### config.mk
export PLATFORM = sky130hd
export DESIGN_NAME = camera_line_capture_decimator
export DESIGN_NICKNAME = d
export VERILOG_FILES = /design/src/hdl/cld_pkg.sv /design/src/hdl/camera_line_capture_decimator.sv
export SDC_FILE = /design/constraint.sdc
export NUM_CORES = 1
export LEC_CHECK = 0
export ABC_AREA = 0
export BUFFER_PORTS_ARGS = -buffer_cell sky130_fd_sc_hd__buf_4
export CORE_MARGIN = 2
export CORE_UTILIZATION = 44
export DETAILED_ROUTE_END_ITERATION = 16
export GPL_TIMING_DRIVEN = 0
export PLACE_DENSITY = 0.63
export SYNTH_ARGS = -nofsm -noshare
export SYNTH_HDL_FRONTEND = slang
export SYNTH_SLANG_ARGS = --single-unit
### constraint.sdc
create_clock -name aclk -period 5.1 [get_ports aclk]
set_input_delay 0.255 -clock aclk [delete_from_list [all_inputs] [get_ports aclk]]
set_output_delay 0.255 -clock aclk [all_outputs]
set_load 0.01 [all_outputs]
### src/hdl/cld_pkg.sv
// Shared types and constants for the camera line capture decimator.
// Holds the transaction structs, event codes, register indexes and limits.
// Depends on nothing; used by camera_line_capture_decimator and its testbench.
`timescale 1ns / 1ps

package cld_pkg;

    // Field widths of the transactions.
    localparam int PIXEL_W = 12;
    localparam int ROW_W   = 6;
    localparam int COL_W   = 8;

    // Storage limits of the frame store.
    localparam logic [6:0] MAX_ROWS = 7'd64;
    localparam logic [8:0] MAX_COLS = 9'd256;

    // Saturation points.
    localparam logic [9:0] SRC_ROW_MAX = 10'd1023;
    localparam logic [7:0] FPS_MAX     = 8'd255;

    // Register reset values.
    localparam logic [9:0]  START_ROW_RST    = 10'd0;
    localparam logic [7:0]  ROW_STEP_RST     = 8'd1;
    localparam logic [6:0]  ROWS_TO_KEEP_RST = 7'd64;
    localparam logic [8:0]  COLS_PER_ROW_RST = 9'd256;
    localparam logic [15:0] TICKS_PER_SEC_RST = 16'd1000;

    // Register indexes (byte address divided by four).
    localparam logic [2:0] REG_START_ROW    = 3'd0;
    localparam logic [2:0] REG_ROW_STEP     = 3'd1;
    localparam logic [2:0] REG_ROWS_TO_KEEP = 3'd2;
    localparam logic [2:0] REG_COLS_PER_ROW = 3'd3;
    localparam logic [2:0] REG_TICKS_PER_SEC = 3'd4;

    // Event kinds carried by an input transaction.
    typedef enum logic [1:0] {
        CMD_TICK  = 2'd0,
        CMD_VSYNC = 2'd1,
        CMD_HSYNC = 2'd2,
        CMD_PIXEL = 2'd3
    } cld_cmd_t;

    typedef struct packed {
        cld_cmd_t             cmd;
        logic [PIXEL_W-1:0]   pixel_value;
    } cld_in_t;

    typedef struct packed {
        logic                 write_valid;
        logic [ROW_W-1:0]     write_row;
        logic [COL_W-1:0]     write_col;
        logic [PIXEL_W-1:0]   pixel_out;
        logic                 line_done;
        logic                 frame_full;
        logic [7:0]           fps_value;
        logic [7:0]           fps_peak;
        logic [15:0]          seconds_count;
        logic [15:0]          frame_number;
    } cld_out_t;

endpackage

### src/hdl/camera_line_capture_decimator.sv
// Camera line capture decimator: row-decimating line capture and frame-rate meter.
// Single module with an APB register port; depends on cld_pkg.
`timescale 1ns / 1ps

// The block takes one event transaction (tick, vertical sync, horizontal sync
// or pixel sample) per clock cycle while the result channel is not stalled,
// and returns exactly one result transaction for each. An event is held in an
// input register; once the result register is empty or being drained, its
// state update and result are computed combinationally into the result
// register, together with the update of the capture and frame-rate counters.
// The input register keeps taking one more transaction while a result waits
// downstream. Pixel samples become frame-store writes at (kept row, column)
// only while a line is being captured; the last five result fields always
// show the state after the event. Configure the five registers (start row,
// row step, rows to keep, columns per row, ticks per second) at byte
// addresses 0, 4, 8, 12 and 16 while no transaction is in flight.
module camera_line_capture_decimator (
    input  logic              aclk,
    input  logic              aresetn,
    // Event input channel
    input  logic              s_valid,
    output logic              s_ready,
    input  cld_pkg::cld_in_t  s_item,
    // Result output channel
    output logic              m_valid,
    input  logic              m_ready,
    output cld_pkg::cld_out_t m_item,
    // Configuration port
    input  logic              psel,
    input  logic              penable,
    input  logic              pwrite,
    input  logic [4:0]        paddr,
    input  logic [31:0]       pwdata,
    output logic [31:0]       prdata,
    output logic              pready
);
    import cld_pkg::*;

    // Configuration registers.
    logic [9:0]  start_row_reg;
    logic [7:0]  row_step_reg;
    logic [6:0]  rows_to_keep_reg;
    logic [8:0]  cols_per_row_reg;
    logic [15:0] ticks_per_sec_reg;

    // Handshake stages.
    logic        in_valid_reg;
    cld_in_t     in_item_reg;
    logic        m_valid_reg;
    cld_out_t    m_item_reg;
    cld_out_t    m_item_next;
    logic        advance;

    // Capture and measurement state.
    logic [15:0] tick_counter_reg,  tick_counter_next;
    logic [15:0] second_counter_reg, second_counter_next;
    logic [7:0]  frames_sec_reg,    frames_sec_next;
    logic [7:0]  latched_fps_reg,   latched_fps_next;
    logic [7:0]  peak_fps_reg,      peak_fps_next;
    logic [15:0] frame_counter_reg, frame_counter_next;
    logic [9:0]  source_row_reg,    source_row_next;
    logic [7:0]  step_phase_reg,    step_phase_next;
    logic [6:0]  kept_rows_reg,     kept_rows_next;
    logic [8:0]  column_index_reg,  column_index_next;
    logic        capturing_reg,     capturing_next;

    // Derived limits and helpers.
    logic [6:0]  row_limit;
    logic [8:0]  col_limit;
    logic [7:0]  step_eff;
    logic [7:0]  phase_base;
    logic [8:0]  phase_inc;
    logic [15:0] tick_inc;
    logic [8:0]  col_inc;
    logic [2:0]  reg_index;
    logic        cfg_write;

    assign pready    = 1'b1;
    assign reg_index = paddr[4:2];
    assign cfg_write = psel && penable && pwrite && pready;

    // Configuration register writes.
    always_ff @(posedge aclk) begin
        if (!aresetn) begin
            start_row_reg     <= START_ROW_RST;
            row_step_reg      <= ROW_STEP_RST;
            rows_to_keep_reg  <= ROWS_TO_KEEP_RST;
            cols_per_row_reg  <= COLS_PER_ROW_RST;
            ticks_per_sec_reg <= TICKS_PER_SEC_RST;
        end else if (cfg_write) begin
            case (reg_index)
                REG_START_ROW:     start_row_reg     <= pwdata[9:0];
                REG_ROW_STEP:      row_step_reg      <= pwdata[7:0];
                REG_ROWS_TO_KEEP:  rows_to_keep_reg  <= pwdata[6:0];
                REG_COLS_PER_ROW:  cols_per_row_reg  <= pwdata[8:0];
                REG_TICKS_PER_SEC: ticks_per_sec_reg <= pwdata[15:0];
                default: ;
            endcase
        end
    end

    // Register read-back.
    always_comb begin
        case (reg_index)
            REG_START_ROW:     prdata = {22'd0, start_row_reg};
            REG_ROW_STEP:      prdata = {24'd0, row_step_reg};
            REG_ROWS_TO_KEEP:  prdata = {25'd0, rows_to_keep_reg};
            REG_COLS_PER_ROW:  prdata = {23'd0, cols_per_row_reg};
            REG_TICKS_PER_SEC: prdata = {16'd0, ticks_per_sec_reg};
            default:           prdata = 32'd0;
        endcase
    end

    // An item moves from the input register into the result register when the
    // result register is empty or is being drained in this cycle.
    assign advance = in_valid_reg && (!m_valid_reg || m_ready);
    assign s_ready = !in_valid_reg || advance;
    assign m_valid = m_valid_reg;
    assign m_item  = m_item_reg;

    always_ff @(posedge aclk) begin
        if (!aresetn) begin
            in_valid_reg <= 1'b0;
            m_valid_reg  <= 1'b0;
        end else begin
            if (s_ready) begin
                in_valid_reg <= s_valid;
            end
            if (advance) begin
                m_valid_reg <= 1'b1;
            end else if (m_ready) begin
                m_valid_reg <= 1'b0;
            end
        end
    end

    always_ff @(posedge aclk) begin
        if (s_ready && s_valid) begin
            in_item_reg <= s_item;
        end
        if (advance) begin
            m_item_reg <= m_item_next;
        end
    end

    // Effective limits: the smaller of the register and the store size.
    assign row_limit = (rows_to_keep_reg < MAX_ROWS) ? rows_to_keep_reg : MAX_ROWS;
    assign col_limit = (cols_per_row_reg < MAX_COLS) ? cols_per_row_reg : MAX_COLS;
    assign step_eff  = (row_step_reg == 8'd0) ? 8'd1 : row_step_reg;

    // The phase returns to zero if the step was lowered to or below it.
    assign phase_base = (step_phase_reg >= step_eff) ? 8'd0 : step_phase_reg;
    assign phase_inc  = {1'b0, phase_base} + 9'd1;
    assign tick_inc   = tick_counter_reg + 16'd1;
    assign col_inc    = column_index_reg + 9'd1;

    // Event processing: next state and the result of the held transaction.
    always_comb begin
        tick_counter_next   = tick_counter_reg;
        second_counter_next = second_counter_reg;
        frames_sec_next     = frames_sec_reg;
        latched_fps_next    = latched_fps_reg;
        peak_fps_next       = peak_fps_reg;
        frame_counter_next  = frame_counter_reg;
        source_row_next     = source_row_reg;
        step_phase_next     = step_phase_reg;
        kept_rows_next      = kept_rows_reg;
        column_index_next   = column_index_reg;
        capturing_next      = capturing_reg;

        m_item_next             = '0;

        case (in_item_reg.cmd)
            CMD_TICK: begin
                tick_counter_next = tick_inc;
                if (tick_inc >= ticks_per_sec_reg) begin
                    tick_counter_next   = 16'd0;
                    second_counter_next = second_counter_reg + 16'd1;
                    latched_fps_next    = frames_sec_reg;
                    frames_sec_next     = 8'd0;
                    if (frames_sec_reg > peak_fps_reg) begin
                        peak_fps_next = frames_sec_reg;
                    end
                end
            end
            CMD_VSYNC: begin
                frame_counter_next = frame_counter_reg + 16'd1;
                if (frames_sec_reg < FPS_MAX) begin
                    frames_sec_next = frames_sec_reg + 8'd1;
                end
                source_row_next   = 10'd0;
                step_phase_next   = 8'd0;
                kept_rows_next    = 7'd0;
                column_index_next = 9'd0;
                capturing_next    = 1'b0;
            end
            CMD_HSYNC: begin
                capturing_next  = 1'b0;
                step_phase_next = phase_base;
                if (source_row_reg >= start_row_reg) begin
                    if ((phase_base == 8'd0) && (kept_rows_reg < row_limit) &&
                        (col_limit != 9'd0)) begin
                        capturing_next    = 1'b1;
                        column_index_next = 9'd0;
                    end
                    step_phase_next = (phase_inc >= {1'b0, step_eff}) ? 8'd0
                                                                      : phase_inc[7:0];
                end
                if (source_row_reg < SRC_ROW_MAX) begin
                    source_row_next = source_row_reg + 10'd1;
                end
            end
            CMD_PIXEL: begin
                if (capturing_reg && (column_index_reg < col_limit)) begin
                    m_item_next.write_valid = 1'b1;
                    m_item_next.write_row   = kept_rows_reg[ROW_W-1:0];
                    m_item_next.write_col   = column_index_reg[COL_W-1:0];
                    m_item_next.pixel_out   = in_item_reg.pixel_value;
                    column_index_next       = col_inc;
                    if (col_inc >= col_limit) begin
                        m_item_next.line_done = 1'b1;
                        kept_rows_next        = kept_rows_reg + 7'd1;
                        capturing_next        = 1'b0;
                    end
                end else begin
                    capturing_next = 1'b0;
                end
            end
            default: ;
        endcase

        // Status fields show the state after the event.
        m_item_next.frame_full    = (kept_rows_next >= row_limit);
        m_item_next.fps_value     = latched_fps_next;
        m_item_next.fps_peak      = peak_fps_next;
        m_item_next.seconds_count = second_counter_next;
        m_item_next.frame_number  = frame_counter_next;
    end

    // State update as each transaction is processed.
    always_ff @(posedge aclk) begin
        if (!aresetn) begin
            tick_counter_reg   <= 16'd0;
            second_counter_reg <= 16'd0;
            frames_sec_reg     <= 8'd0;
            latched_fps_reg    <= 8'd0;
            peak_fps_reg       <= 8'd0;
            frame_counter_reg  <= 16'd0;
            source_row_reg     <= 10'd0;
            step_phase_reg     <= 8'd0;
            kept_rows_reg      <= 7'd0;
            column_index_reg   <= 9'd0;
            capturing_reg      <= 1'b0;
        end else if (advance) begin
            tick_counter_reg   <= tick_counter_next;
            second_counter_reg <= second_counter_next;
            frames_sec_reg     <= frames_sec_next;
            latched_fps_reg    <= latched_fps_next;
            peak_fps_reg       <= peak_fps_next;
            frame_counter_reg  <= frame_counter_next;
            source_row_reg     <= source_row_next;
            step_phase_reg     <= step_phase_next;
            kept_rows_reg      <= kept_rows_next;
            column_index_reg   <= column_index_next;
            capturing_reg      <= capturing_next;
        end
    end

    // A completed line is always reported on a pixel write.
    a_line_done_write: assert property (@(posedge aclk) disable iff (!aresetn)
        m_valid_reg && m_item_reg.line_done |-> m_item_reg.write_valid)
        else $error("line_done without a pixel write");

    // A pixel that arrives while idle never produces a write.
    a_idle_pixel: assert property (@(posedge aclk) disable iff (!aresetn)
        advance && (in_item_reg.cmd == CMD_PIXEL) && !capturing_reg
        |=> !m_item_reg.write_valid)
        else $error("write issued while not capturing");

    // Seconds advance only on a tick.
    a_seconds_on_tick: assert property (@(posedge aclk) disable iff (!aresetn)
        advance && (in_item_reg.cmd != CMD_TICK) |=> $stable(second_counter_reg))
        else $error("seconds changed on a non-tick event");

    // The source row only moves backward on a vertical sync.
    a_source_row_mono: assert property (@(posedge aclk) disable iff (!aresetn)
        advance && (in_item_reg.cmd != CMD_VSYNC)
        |=> source_row_reg >= $past(source_row_reg))
        else $error("source row went backward without a vertical sync");

    // The peak frame rate never falls below the latched rate.
    a_peak_bound: assert property (@(posedge aclk) disable iff (!aresetn)
        peak_fps_reg >= latched_fps_reg)
        else $error("peak frame rate below latched frame rate");

endmodule

==> Word-level counts from Yosys, hierarchy flattened <==
Index checks and enable logic that the tools add are counted.
{ "totals": {"out_inout_bits": 112, "inputBits": 58, "reg_bits": 250, "word_cells": 135} }
{ "op_classes": {"magnitude_cmp": 13, "addsub": 8, "n_mux": 38, "eq_ne": 14, "n_reduce_logical": 32} }
{ "ops": {"columns": ["op", "count"], "rows": [
  ["$mux 8", 11],
  ["$pmux 16 s5", 1],
  ["$mux 16", 4],
  ["$add 16x1->16 const B", 3],
  ["$mux 9", 4],
  ["$pmux 8 s2", 2],
  ["$mux 28", 1],
  ["$pmux 9 s3", 1],
  ["$mux 7", 3],
  ["$pmux 10 s2", 1],
  ["$ge 16x16->1", 1],
  ["$logic_not 8->1", 2],
  ["$reduce_and 2->1", 8],
  ["$pmux 7 s2", 1],
  ["$ne 2x2->1 const B", 6],
  ["$add 10x1->10 const B", 1],
  ["$ge 10x10->1", 1],
  ["$lt 10x10->1 const B", 1],
  ["$mux 10", 1],
  ["$add 8x1->9 const B", 1],
  ["$add 9x1->9 const B", 1],
  ["$ge 9x8->1", 1],
  ["$ge 9x9->1", 1],
  ["$lt 9x9->1", 1],
  ["other kinds (28)", 47]
]} }

==> Longest topological paths before layout <==
Gate-level depths: netlist of run 1.
{ "depth": {"ltp_word": 10, "depth_mapped": 21} }

==> Worst setup path after synthesis of run 1 <==
No wires, ideal clock.
{ "synth_path": {"path_type": "flip-flop to flip-flop", "start": "reg row_step_reg[3]", "end": "reg step_phase_reg[6]", "arrival_time_ns": 4.354, "setup_ns": 0.070, "path_buffers": 0, "path_slack_ns": 0.675, "stages_incl_launch_ff": 21, "path_cell_list": "dfxtp_1 > nor4_1 > a41o_1 > ha_1 > nor2b_1 > o21ai_1 > a311oi_4 > nand2_1 > inv_1 > ha_1 > and3_1 > and3_1 > xnor2_1 > nor2_1 > ha_1 > a21oi_1 > o22ai_1 > a211o_1 > or4b_1 > a211o_1 > a21oi_1"} }
{ "synth_via": {"elab_chain_cells": 9} }
{ "synth_rtl": {"columns": ["element", "line", "source"], "rows": [
  ["from (decl)", "camera_line_capture_decimator.sv:41", "logic [7:0] row_step_reg;"],
  ["from (signal assigned)", "camera_line_capture_decimator.sv:93", "REG_ROW_STEP: row_step_reg <= pwdata[7:0];"],
  ["$logic_not 8->1", "camera_line_capture_decimator.sv:149", "assign step_eff = (row_step_reg == 8'd0) ? 8'd1 : row_step_reg;"],
  ["$mux 8 (*)", "camera_line_capture_decimator.sv:149", null],
  ["$ge 8x8->1", "camera_line_capture_decimator.sv:152", "assign phase_base = (step_phase_reg >= step_eff) ? 8'd0 : step_phase_reg;"],
  ["$mux 8", "camera_line_capture_decimator.sv:152", null],
  ["$add 8x1->9", "camera_line_capture_decimator.sv:153", "assign phase_inc = {1'b0, phase_base} + 9'd1;"],
  ["$ge 9x8->1", "camera_line_capture_decimator.sv:206", "step_phase_next = (phase_inc >= {1'b0, step_eff}) ? 8'd0"],
  ["$mux 8", "camera_line_capture_decimator.sv:206", null],
  ["$mux 8 (*)", "camera_line_capture_decimator.sv:200", "if (source_row_reg >= start_row_reg) begin"],
  ["$pmux 8 s2 (*)", "camera_line_capture_decimator.sv:173", "case (in_item_reg.cmd)"],
  ["to (signal assigned)", "camera_line_capture_decimator.sv:262", "step_phase_reg <= step_phase_next;"],
  ["to (decl)", "camera_line_capture_decimator.sv:62", "logic [7:0] step_phase_reg, step_phase_next;"]
]} }
Mark *: on every way between the ends. The rest lies on a longest branch, timed or not.
A chain may end at the register's enable or synchronous reset.

==> results_dict.tcl, run 1 <==
set metrics [dict create \
    largest_reg_flops 77 \
    grt_setup_unrepaired "no" \
    path_cells "ha_1 -> and3_1 -> and3_1 -> xor2_1 -> ha_1 -> and3_1 -> a221o_1 -> o221ai_1 -> nand2_1 -> nand2_2 -> clkbuf_1 -> nand3_1 -> o21a_1 -> ha_1 -> nand2b_1 -> a21o_1 -> a21o_1 -> a21oi_1 -> nor2b_1 -> o21ai_0 -> a21oi_1" \
    fmax_ghz 0.210 \
    yosys_warnings 0 \
    top_usage_layer "met2" \
    ios 170 \
    clk_path_buf_depth 3 \
    drv_slew 0 \
    cp.arrival_ps 5050 \
    synth-seq-cells 250 \
    n_fill_cell 2742 \
    final_common_cell "nand2_1" \
    die_area_um2 32000 \
    seq_area_frac_synth_pct 43.9 \
    p_leak_nw 6.65 \
    path_buf_inv 1 \
    worstSetupStartpointType "flop" \
    met3_usage_pct 2.84 \
    register_area_um2 5920 \
    grt_max_degree 43 \
    synthCells 1423 \
    cp_top_family "simple AND/OR/NAND/NOR gates" \
    viasPerCell 5.36 \
    finalNonFillerCells 2048 \
    fin_worst_skew_ps 8.76 \
    finalCritPeriodShare_pct 93.4 \
    hp-class "input port to flop" \
    grt_use_total_pct 21.6 \
    clk_pin_slew_ps 60 \
    cts.sinks 250 \
    worst_ep_required_time_ps 5380 \
    ir_drop_v 0.000226 \
    use_met1_pct 30.7 \
    drc 0 \
    status "finished clean" \
    diodes 0 \
    syn_avg_cell_area_um2 9.47 \
    period_needed_ps 4760 \
    dpl.hpwl_um 25200 \
    critical_path.slowest_cell "dfxtp_1" \
    layout_common_cells "nand2_1 (183), dfxtp_1 (159), buf_4 (152)" \
    slowest_delay_ps 430 \
    grt_pass1_vias 10200 \
    synth-edff-count 91 \
    vias 11000 \
    start_util_pct 44.4 \
    wirelength_um 34600 \
    fp.dieW_um 179 \
    multi_input_area_um2 6990 \
    hold_viol_final 0 \
    setup_viol 0 \
    post_dp_cell_area_um2 15100 \
    cts-buffers-inserted 28 \
    design.core.area_um2 30300 \
    antenna_found_initial 0 \
    synth_top_flop_cell "dfxtp_1" \
    fin_nets 1782 \
    num_rows 64 \
    async_flop_share_pct 0 \
    cts_tree "built" \
    routabilityCongestion 0.888 \
    firstDrtPassIters 5 \
    synth_cell_type_count 76 \
    worstPathMaxFanout 10 \
    h-tree-depth 1 \
    maxCapViolCount 0 \
    fp.dieH_um 179 \
    gr-total-overflow 0 \
    wl_per_cell_um 16.9 \
    maxSlewHeadroom_pct 22.9 \
    syn2layout_area_growth_pct 21.1 \
    crit_type "flop to flop" \
    ctsResizeCount 0 \
    grt_pass1_wl_um 54700 \
    clk_latency_ps 540 \
    dpl.cell_count 1968 \
    initialDrtViolationCount 861 \
    layout-drive-gt1-share_pct 14.6 \
    root_buffer "clkbuf_16" \
    ant_nets 0 \
    tightest_slew_ps 1150 \
    endpoint_kind "flop" \
    design_area_um2 16300 \
    grt_util_met2_pct 34.8 \
    p_per_area_nw_per_um2 278 \
    syn-cell-area_um2 13500 \
    portBuffers 132 \
]
==> routing by layer <==
layer | part of all wire [%] | vias up
met5 | 0 | -
met1 | 47 | 5159
li1 | - | 5443
met4 | 2.1 | 0
met3 | 5.7 | 51
met2 | 45 | 334
==> cell usage after synthesis, drive strengths merged, types with 9 or more instances <==
| cell type | count | area share [%] |
|---|---|---|
| nor2b | 17 | 0.81 |
| edfxtp | 91 | 20 |
| nor2 | 112 | 3.2 |
| and3 | 40 | 1.9 |
| nand2 | 187 | 5.3 |
| clkbuf | 41 | 1.1 |
| ha | 94 | 8.7 |
| o21ai | 49 | 1.8 |
| xor2 | 27 | 1.8 |
| or3 | 14 | 0.65 |
| inv | 65 | 1.8 |
| a31oi | 10 | 0.58 |
| buf | 34 | 1.7 |
| nand3 | 45 | 1.8 |
| nand4 | 24 | 1.1 |
| mux2i | 69 | 5.1 |
| o31ai | 9 | 0.50 |
| dfxtp | 159 | 24 |
| xnor2 | 48 | 3.1 |
| nand2b | 19 | 0.88 |
| mux2 | 9 | 0.75 |
| nor3 | 14 | 0.52 |
| and2 | 33 | 1.5 |
| o211ai | 15 | 0.84 |
| a21boi | 9 | 0.61 |
| a21oi | 63 | 2.3 |
| a21o | 11 | 0.61 |
| o22ai | 19 | 0.88 |
==> report_power, final <==
group | leakage (nW) | switching, W | internal, W | total (W)
clock | 0.476 | 0.000814 | 0.00132 | 0.00213
combinational | 4.04 | 0.000171 | 0.000116 | 0.000287
sequential | 2.13 | 0.0000159 | 0.00210 | 0.00212
total | 6.65 | 0.00100 | 0.00354 | 0.00454
==> final timing paths <==
| path | startpoint | end | slack (ps) | cells past startpoint |
|---|---|---|---|---|
| min | pwdata[4] | ticks_per_sec_reg[4] | 30 | 3 |
| min reg2reg | ticks_per_sec_reg[14] | ticks_per_sec_reg[14] | 470 | 2 |
| max | column_index_reg[1] | m_item[48] | 340 | 21 |
| max reg2reg | column_index_reg[1] | m_item[48] | 340 | 21 |
==> cell families (layout without fill, tap and decap cells) <==
| kind of cell | Yosys count | after routing | synth area share (%) |
|---|---|---|---|
| buffers and inverters | 141 | 355 | 4.63 |
| muxes | 78 | 78 | 5.88 |
| AOI/OAI and AO/OA | 244 | 244 | 12.4 |
| adders and majority gates | 94 | 94 | 8.73 |
| xor gates and xnor gates | 75 | 75 | 4.88 |
| DFF | 250 | 250 | 43.9 |
| and+or+nand+nor | 539 | 539 | 19.5 |
| other | 2 | 17 | 0.0557 |
==> metrics by stage <==
| step | TNS [ps] | utilization (%) | hold WS, ps | power, W | worst slack (ps) |
|---|---|---|---|---|---|
| 3_3_place_gp | -657 | 49.5 | 433 | 0.00243 | -595 |
| 6_report | 0 | 53.8 | 26.6 | 0.00454 | 336 |
| 2_1_floorplan | 0 | - | 354 | 0.00230 | 675 |
| 3_5_place_dp | 0 | 49.6 | 435 | 0.00243 | 167 |
| 4_1_cts | 0 | 53.7 | 0.695 | 0.00458 | 125 |
| 5_1_grt | 0 | 53.8 | 19.1 | 0.00470 | 9.97 |
==> worst reg2reg max path: stages, from the launching register on <==
cell and delay (ps):
dfxtp_1 430, ha_1 290, and3_1 200, and3_1 250
xor2_1 190, ha_1 260, and3_1 210, a221o_1 310
o221ai_1 150, nand2_1 220, nand2_2 180, clkbuf_1 360
nand3_1 130, o21a_1 130, ha_1 280, nand2b_1 140
a21o_1 180, a21o_1 170, a21oi_1 160, nor2b_1 60
o21ai_0 130, a21oi_1 90
==> final cells by class <==
cell class | count | share of cell area (%)
plain buffers | 75 | 2.32
clock buffers | 35 | 4.72
clock inverters | 17 | 1.30
inverters | 66 | 1.52
multi-input cells | 1047 | 42.8
flip-flops and latches | 250 | 36.3
well taps | 396 | 3.04
repair buffers | 162 | 8.02
==> timing repair <==
item                                    CTS  global route
endpoints found under the setup margin    0             7
buffers inserted                          0             1
hold endpoints to repair                 33             0
hold buffers                             27             0
Power figures use the tool's default switching activity.
==> inputs of run 2 (changes only) <==
--- a/config.mk
+++ b/config.mk
@@ -11,6 +11,7 @@
 export CORE_UTILIZATION = 44
 export DETAILED_ROUTE_END_ITERATION = 16
 export GPL_TIMING_DRIVEN = 0
+export HOLD_SLACK_MARGIN = 0.05
 export PLACE_DENSITY = 0.63
 export SYNTH_ARGS = -nofsm -noshare
 export SYNTH_HDL_FRONTEND = slang
==> run 2 against run 1 <==
Compared with the run above: core utilization is 0.13 points higher; sequential power hardly changed; largest power group unchanged; routed wire length hardly changed; clock power hardly changed; final area is 0.25% higher; die area stayed put.
==> results_dict.tcl, run 2 (same netlist as run 1, synthesis figures left out) <==
set metrics [dict create \
    clk_path_buf_depth 3 \
    layout_common_cells "nand2_1 (183), dfxtp_1 (159), buf_4 (152)" \
    fin_worst_skew_ps 8.14 \
    design.core.area_um2 30300 \
    ant_nets 0 \
    firstDrtPassIters 5 \
    die_area_um2 32000 \
    grt_max_degree 43 \
    cp.arrival_ps 5230 \
    clk_latency_ps 540 \
    maxSlewHeadroom_pct 22.1 \
    path_cells "nor4_1 -> a41o_1 -> ha_1 -> nor2b_1 -> o21ai_1 -> a311oi_4 -> nand2_1 -> inv_1 -> ha_1 -> and3_1 -> and3_1 -> xnor2_1 -> nor2_1 -> ha_1 -> a21oi_1 -> o22ai_1 -> a211o_1 -> or4b_1 -> a211o_1 -> a21oi_1" \
    slowest_delay_ps 500 \
    p_per_area_nw_per_um2 278 \
    tightest_slew_ps 1160 \
    cts.sinks 250 \
    cp_top_family "compound AO/OA/AOI/OAI gates" \
    fmax_ghz 0.210 \
    largest_reg_flops 77 \
    setup_viol 0 \
    tns_ps 0 \
    num_rows 64 \
    wl_per_cell_um 16.9 \
    maxCapViolCount 0 \
    dpl.cell_count 1968 \
    ir_drop_v 0.000228 \
    worst_ep_required_time_ps 5560 \
    register_area_um2 5920 \
    utilization_pct 53.9 \
    multi_input_area_um2 6990 \
    finalCritPeriodShare_pct 93.4 \
    hold_viol_final 0 \
    layout-drive-gt1-share_pct 14.6 \
    p_leak_nw 6.67 \
    dpl.hpwl_um 25200 \
    period_needed_ps 4760 \
    n_fill_cell 2737 \
    preCtsSetupSlack_ps 167 \
    fin_ws_ps 339 \
    syn2layout_area_growth_pct 21.4 \
    fin_nets 1786 \
    path_common_cell "ha_1" \
    status "finished clean" \
    wirelength_um 34600 \
    grt_pass1_vias 10200 \
    vias 11000 \
    grt_pass1_wl_um 54800 \
    crit_type "flop to flop" \
    portBuffers 132 \
    grt_use_total_pct 21.7 \
    fp.dieW_um 179 \
    finalNonFillerCells 2052 \
    antenna_found_initial 0 \
    cts_tree "built" \
    hold_depth 4 \
    initialDrtViolationCount 790 \
    start_util_pct 44.4 \
    diodes 0 \
    h-tree-depth 1 \
    routabilityCongestion 0.888 \
    clk_pin_slew_ps 60 \
    cts-buffers-inserted 28 \
    root_buffer "clkbuf_16" \
    drc 0 \
    worstSetupStartpointType "flop" \
    ios 170 \
    hold_slack_ps 143 \
    critical_path.slowest_cell "or4b_1" \
    crit_cells 20 \
    fp.dieH_um 179 \
    r2r_cells 20 \
    final_common_cell "nand2_1" \
    viasPerCell 5.37 \
    grt_setup_unrepaired "no" \
    endpoint_kind "flop" \
    path_buf_inv 1 \
    ctsResizeCount 0 \
    hp-class "input port to flop" \
    drv_slew 0 \
    gr-total-overflow 0 \
    worstPathMaxFanout 5 \
]
## run 2: metrics by stage
step,area [um^2],power (W)
floorplan,13500,0.00230
global placement,15000,0.00243
detailed placement,15100,0.00243
CTS,16300,0.00458
global route,16400,0.00470
finish,16400,0.00454
## run 2: path summary, 6_finish.rpt
path,start,endpoint,slack (ps)
setup / recovery,row_step_reg[3],step_phase_reg[6],340
hold reg to reg,ticks_per_sec_reg[14],ticks_per_sec_reg[14],470
hold / removal,m_ready,m_valid,140
setup reg to reg,row_step_reg[3],step_phase_reg[6],340
## run 2: layout make-up
cell class	instances	share of cell area, %
Sequential cell	250	36.2
Clock buffer	35	4.70
Tap cell	396	3.03
Timing Repair Buffer	166	8.25
Multi-Input combinational cell	1047	42.7
Buffer	75	2.31
Inverter	66	1.51
Clock inverter	17	1.30
## run 2: what timing repair did
item                                    4_1_cts  5_1_grt
setup buffers                                 0        1
hold buffers                                 31        0
endpoints found under the hold margin        64        0
endpoints found under the setup margin        0        7
## run 2: worst min-delay path, stage by stage
cell and delay [ps]:
buf_4 80, nor2b_1 110, nor2_1 110, nor2_1 80
## run 2: power by group
group / total (W) / switching, W / internal [W]
combinational: 0.000289 / 0.000171 / 0.000118
clock: 0.00213 / 0.000815 / 0.00132
sequential: 0.00212 / 0.0000159 / 0.00210
## run 2: metal layers
metal | part of all wire, % | global-route usage (%)
met1 | 46 | 30.5
met2 | 46 | 35.1
met3 | 6.3 | 2.86
met4 | 2.3 | 5.56
met5 | 0 | 0
==> inputs of run 3 (changes only) <==
--- a/config.mk
+++ b/config.mk
@@ -7,12 +7,11 @@
 export LEC_CHECK = 0
 export ABC_AREA = 0
 export BUFFER_PORTS_ARGS = -buffer_cell sky130_fd_sc_hd__buf_4
-export CORE_MARGIN = 2
-export CORE_UTILIZATION = 44
+export CORE_UTILIZATION = 55
 export DETAILED_ROUTE_END_ITERATION = 16
 export GPL_TIMING_DRIVEN = 0
 export HOLD_SLACK_MARGIN = 0.05
-export PLACE_DENSITY = 0.63
+export PLACE_DENSITY_LB_ADDON = 0.1
 export SYNTH_ARGS = -nofsm -noshare
 export SYNTH_HDL_FRONTEND = slang
 export SYNTH_SLANG_ARGS = --single-unit
==> run 3 against run 2 <==
Compared with the run above: core utilization rose by 14 points; count of clock-buffer cells in the layout is the same; via count up 0.45%; final area shrank 1.6%; maximum frequency is 1.6% lower; critical path depth stayed put; clock skew grew 5.4 ps; sequential power hardly changed; die area decreased by 22%; setup slack lost 79 ps; first-iteration DRC count shrank 23%; largest power group is now sequential cells.
==> results_dict.tcl, run 3 (same netlist as run 1, synthesis figures left out) <==
set metrics [dict create \
    fin_worst_skew_ps 13.6 \
    crit_type "flop to flop" \
    wirelength_um 33800 \
    ios 170 \
    n_fill_cell 1934 \
    register_area_um2 5920 \
    worstPathMaxFanout 5 \
    drv_slew 0 \
    num_rows 56 \
    initialDrtViolationCount 612 \
    p_leak_nw 6.57 \
    cp-startpoint "row_step_reg[3]" \
    tns_ps 0 \
    finalCritPeriodShare_pct 94.9 \
    p_int_w 0.00326 \
    grt_pass1_wl_um 53300 \
    utilization_pct 67.7 \
    drc 0 \
    clock_power_share_pct 43.1 \
    fp.dieH_um 159 \
    worstHoldStart "m_ready" \
    dpl.hpwl_um 24600 \
    routabilityCongestion 0.929 \
    largest_reg_flops 77 \
    ant_nets 0 \
    portBuffers 132 \
    gr-total-overflow 0 \
    clk_path_buf_depth 3 \
    cts-buffers-inserted 26 \
    swShare_pct 23.0 \
    maxSlewHeadroom_pct 17.9 \
    p_seq_share_pct 50.0 \
    grt_pass1_vias 10400 \
    maxCapViolCount 0 \
    firstDrtPassIters 5 \
    p_per_area_nw_per_um2 263 \
    hold_viol_final 0 \
    cts.sinks 250 \
    design.core.area_um2 23800 \
    period_needed_ps 4840 \
    layout_common_cells "nand2_1 (183), dfxtp_1 (159), buf_4 (152)" \
    layout-drive-gt1-share_pct 14.2 \
    finalNonFillerCells 1970 \
    grt_setup_unrepaired "no" \
    final_common_cell "nand2_1" \
    worst_ep_required_time_ps 5560 \
    endpoint_kind "flop" \
    ir_drop_v 0.000239 \
    fp.dieW_um 159 \
    tightest_slew_ps 1220 \
    p_comb_share_pct 6.8 \
    status "finished clean" \
    clk_pin_slew_ps 60 \
    root_buffer "clkbuf_16" \
    fmax_ghz 0.207 \
    wl_per_cell_um 17.2 \
    viasPerCell 5.61 \
    clk_latency_ps 540 \
    grt_use_total_pct 27.1 \
    diodes 0 \
    start_util_pct 56.7 \
    h-tree-depth 1 \
    dpl.cell_count 1891 \
    setup_viol 0 \
    cp.arrival_ps 5300 \
    multi_input_area_um2 7000 \
    syn2layout_area_growth_pct 19.4 \
    antenna_found_initial 0 \
    fin_nets 1784 \
    worstSetupStartpointType "flop" \
    vias 11100 \
    reg2reg_from "row_step_reg[3]" \
    die_area_um2 25100 \
    power_switching_w 0.000972 \
    hp-class "input port to flop" \
    grt_max_degree 36 \
    cts_tree "built" \
]
[run 3: cell types whose count changed in the layout (fill, tap and decap cells not counted)]
cell,before,now
clkbuf_1,46,50
clkinv_2,3,2
and3_1,40,39
clkinv_8,0,1
nor4_1,5,4
ha_1,94,93
and3_2,0,1
nor4_2,0,1
bufinv_16,5,2
clkinv_4,2,0
clkbuf_16,30,26
ha_2,0,1
[run 3: stage by stage]
stage          power, W  area (um^2)  setup slack [ps]  hold WS [ps]
4_1_cts         0.00426        16100              35.8          90.4
2_1_floorplan   0.00230        13500               675           354
5_1_grt         0.00436        16100              9.56           103
6_report        0.00423        16100               260          99.9
3_5_place_dp    0.00243        15000              61.4           435
3_3_place_gp    0.00242        14900              -514           433
[run 3: worst max-delay path, stage by stage (launching register included)]
cell and delay, ps:
dfxtp_1 370, nor4_2 280, a41o_1 260, ha_1 240, nor2b_1 120, o21ai_1 130
a311oi_4 420, nand2_1 150, inv_1 120, ha_2 230, and3_1 200, and3_2 230
xnor2_1 130, nor2_1 70, ha_1 320, a21oi_1 130, o22ai_1 100, a211o_1 340
or4b_1 490, a211o_1 310, a21oi_1 140
[run 3: power groups by stage]
stage / Clock, W / Sequential, W / Combinational [W]
floorplan: 0 / 0.00218 / 0.000125
global placement: 0 / 0.00217 / 0.000259
detailed placement: 0 / 0.00216 / 0.000267
CTS: 0.00185 / 0.00212 / 0.000287
global route: 0.00193 / 0.00212 / 0.000312
finish: 0.00183 / 0.00212 / 0.000289
[run 3: path summary, 6_finish.rpt]
check / to / slack, ps / depth (start not counted)
max: step_phase_reg[6] / 260 / 20
min: m_valid / 100 / 4
min reg2reg: ticks_per_sec_reg[14] / 470 / 2
max reg2reg: step_phase_reg[6] / 260 / 20
[run 3: final cells by class]
class	count	share of cell area, %
plain buffers	75	2.35
inverters	66	1.54
clock inverters	12	0.723
repair buffers	166	8.38
well taps	319	2.48
clock buffers	35	4.25
multi-input cells	1047	43.5
flip-flops and latches	250	36.8
[run 3: layer usage]
layer	global-route usage, %	share of wire (%)
met1	36.5	44
met4	9.39	3.3
met5	0	0
met2	44.9	46
met3	3.27	5.9
[run 3: timing repair]
| action | 4_1_cts | 5_1_grt |
|---|---|---|
| hold endpoints to repair | 64 | 0 |
| setup endpoints to repair | 0 | 7 |
| buffers inserted | 0 | 1 |
| resized for setup | 0 | 3 |
| hold buffers | 31 | 0 |
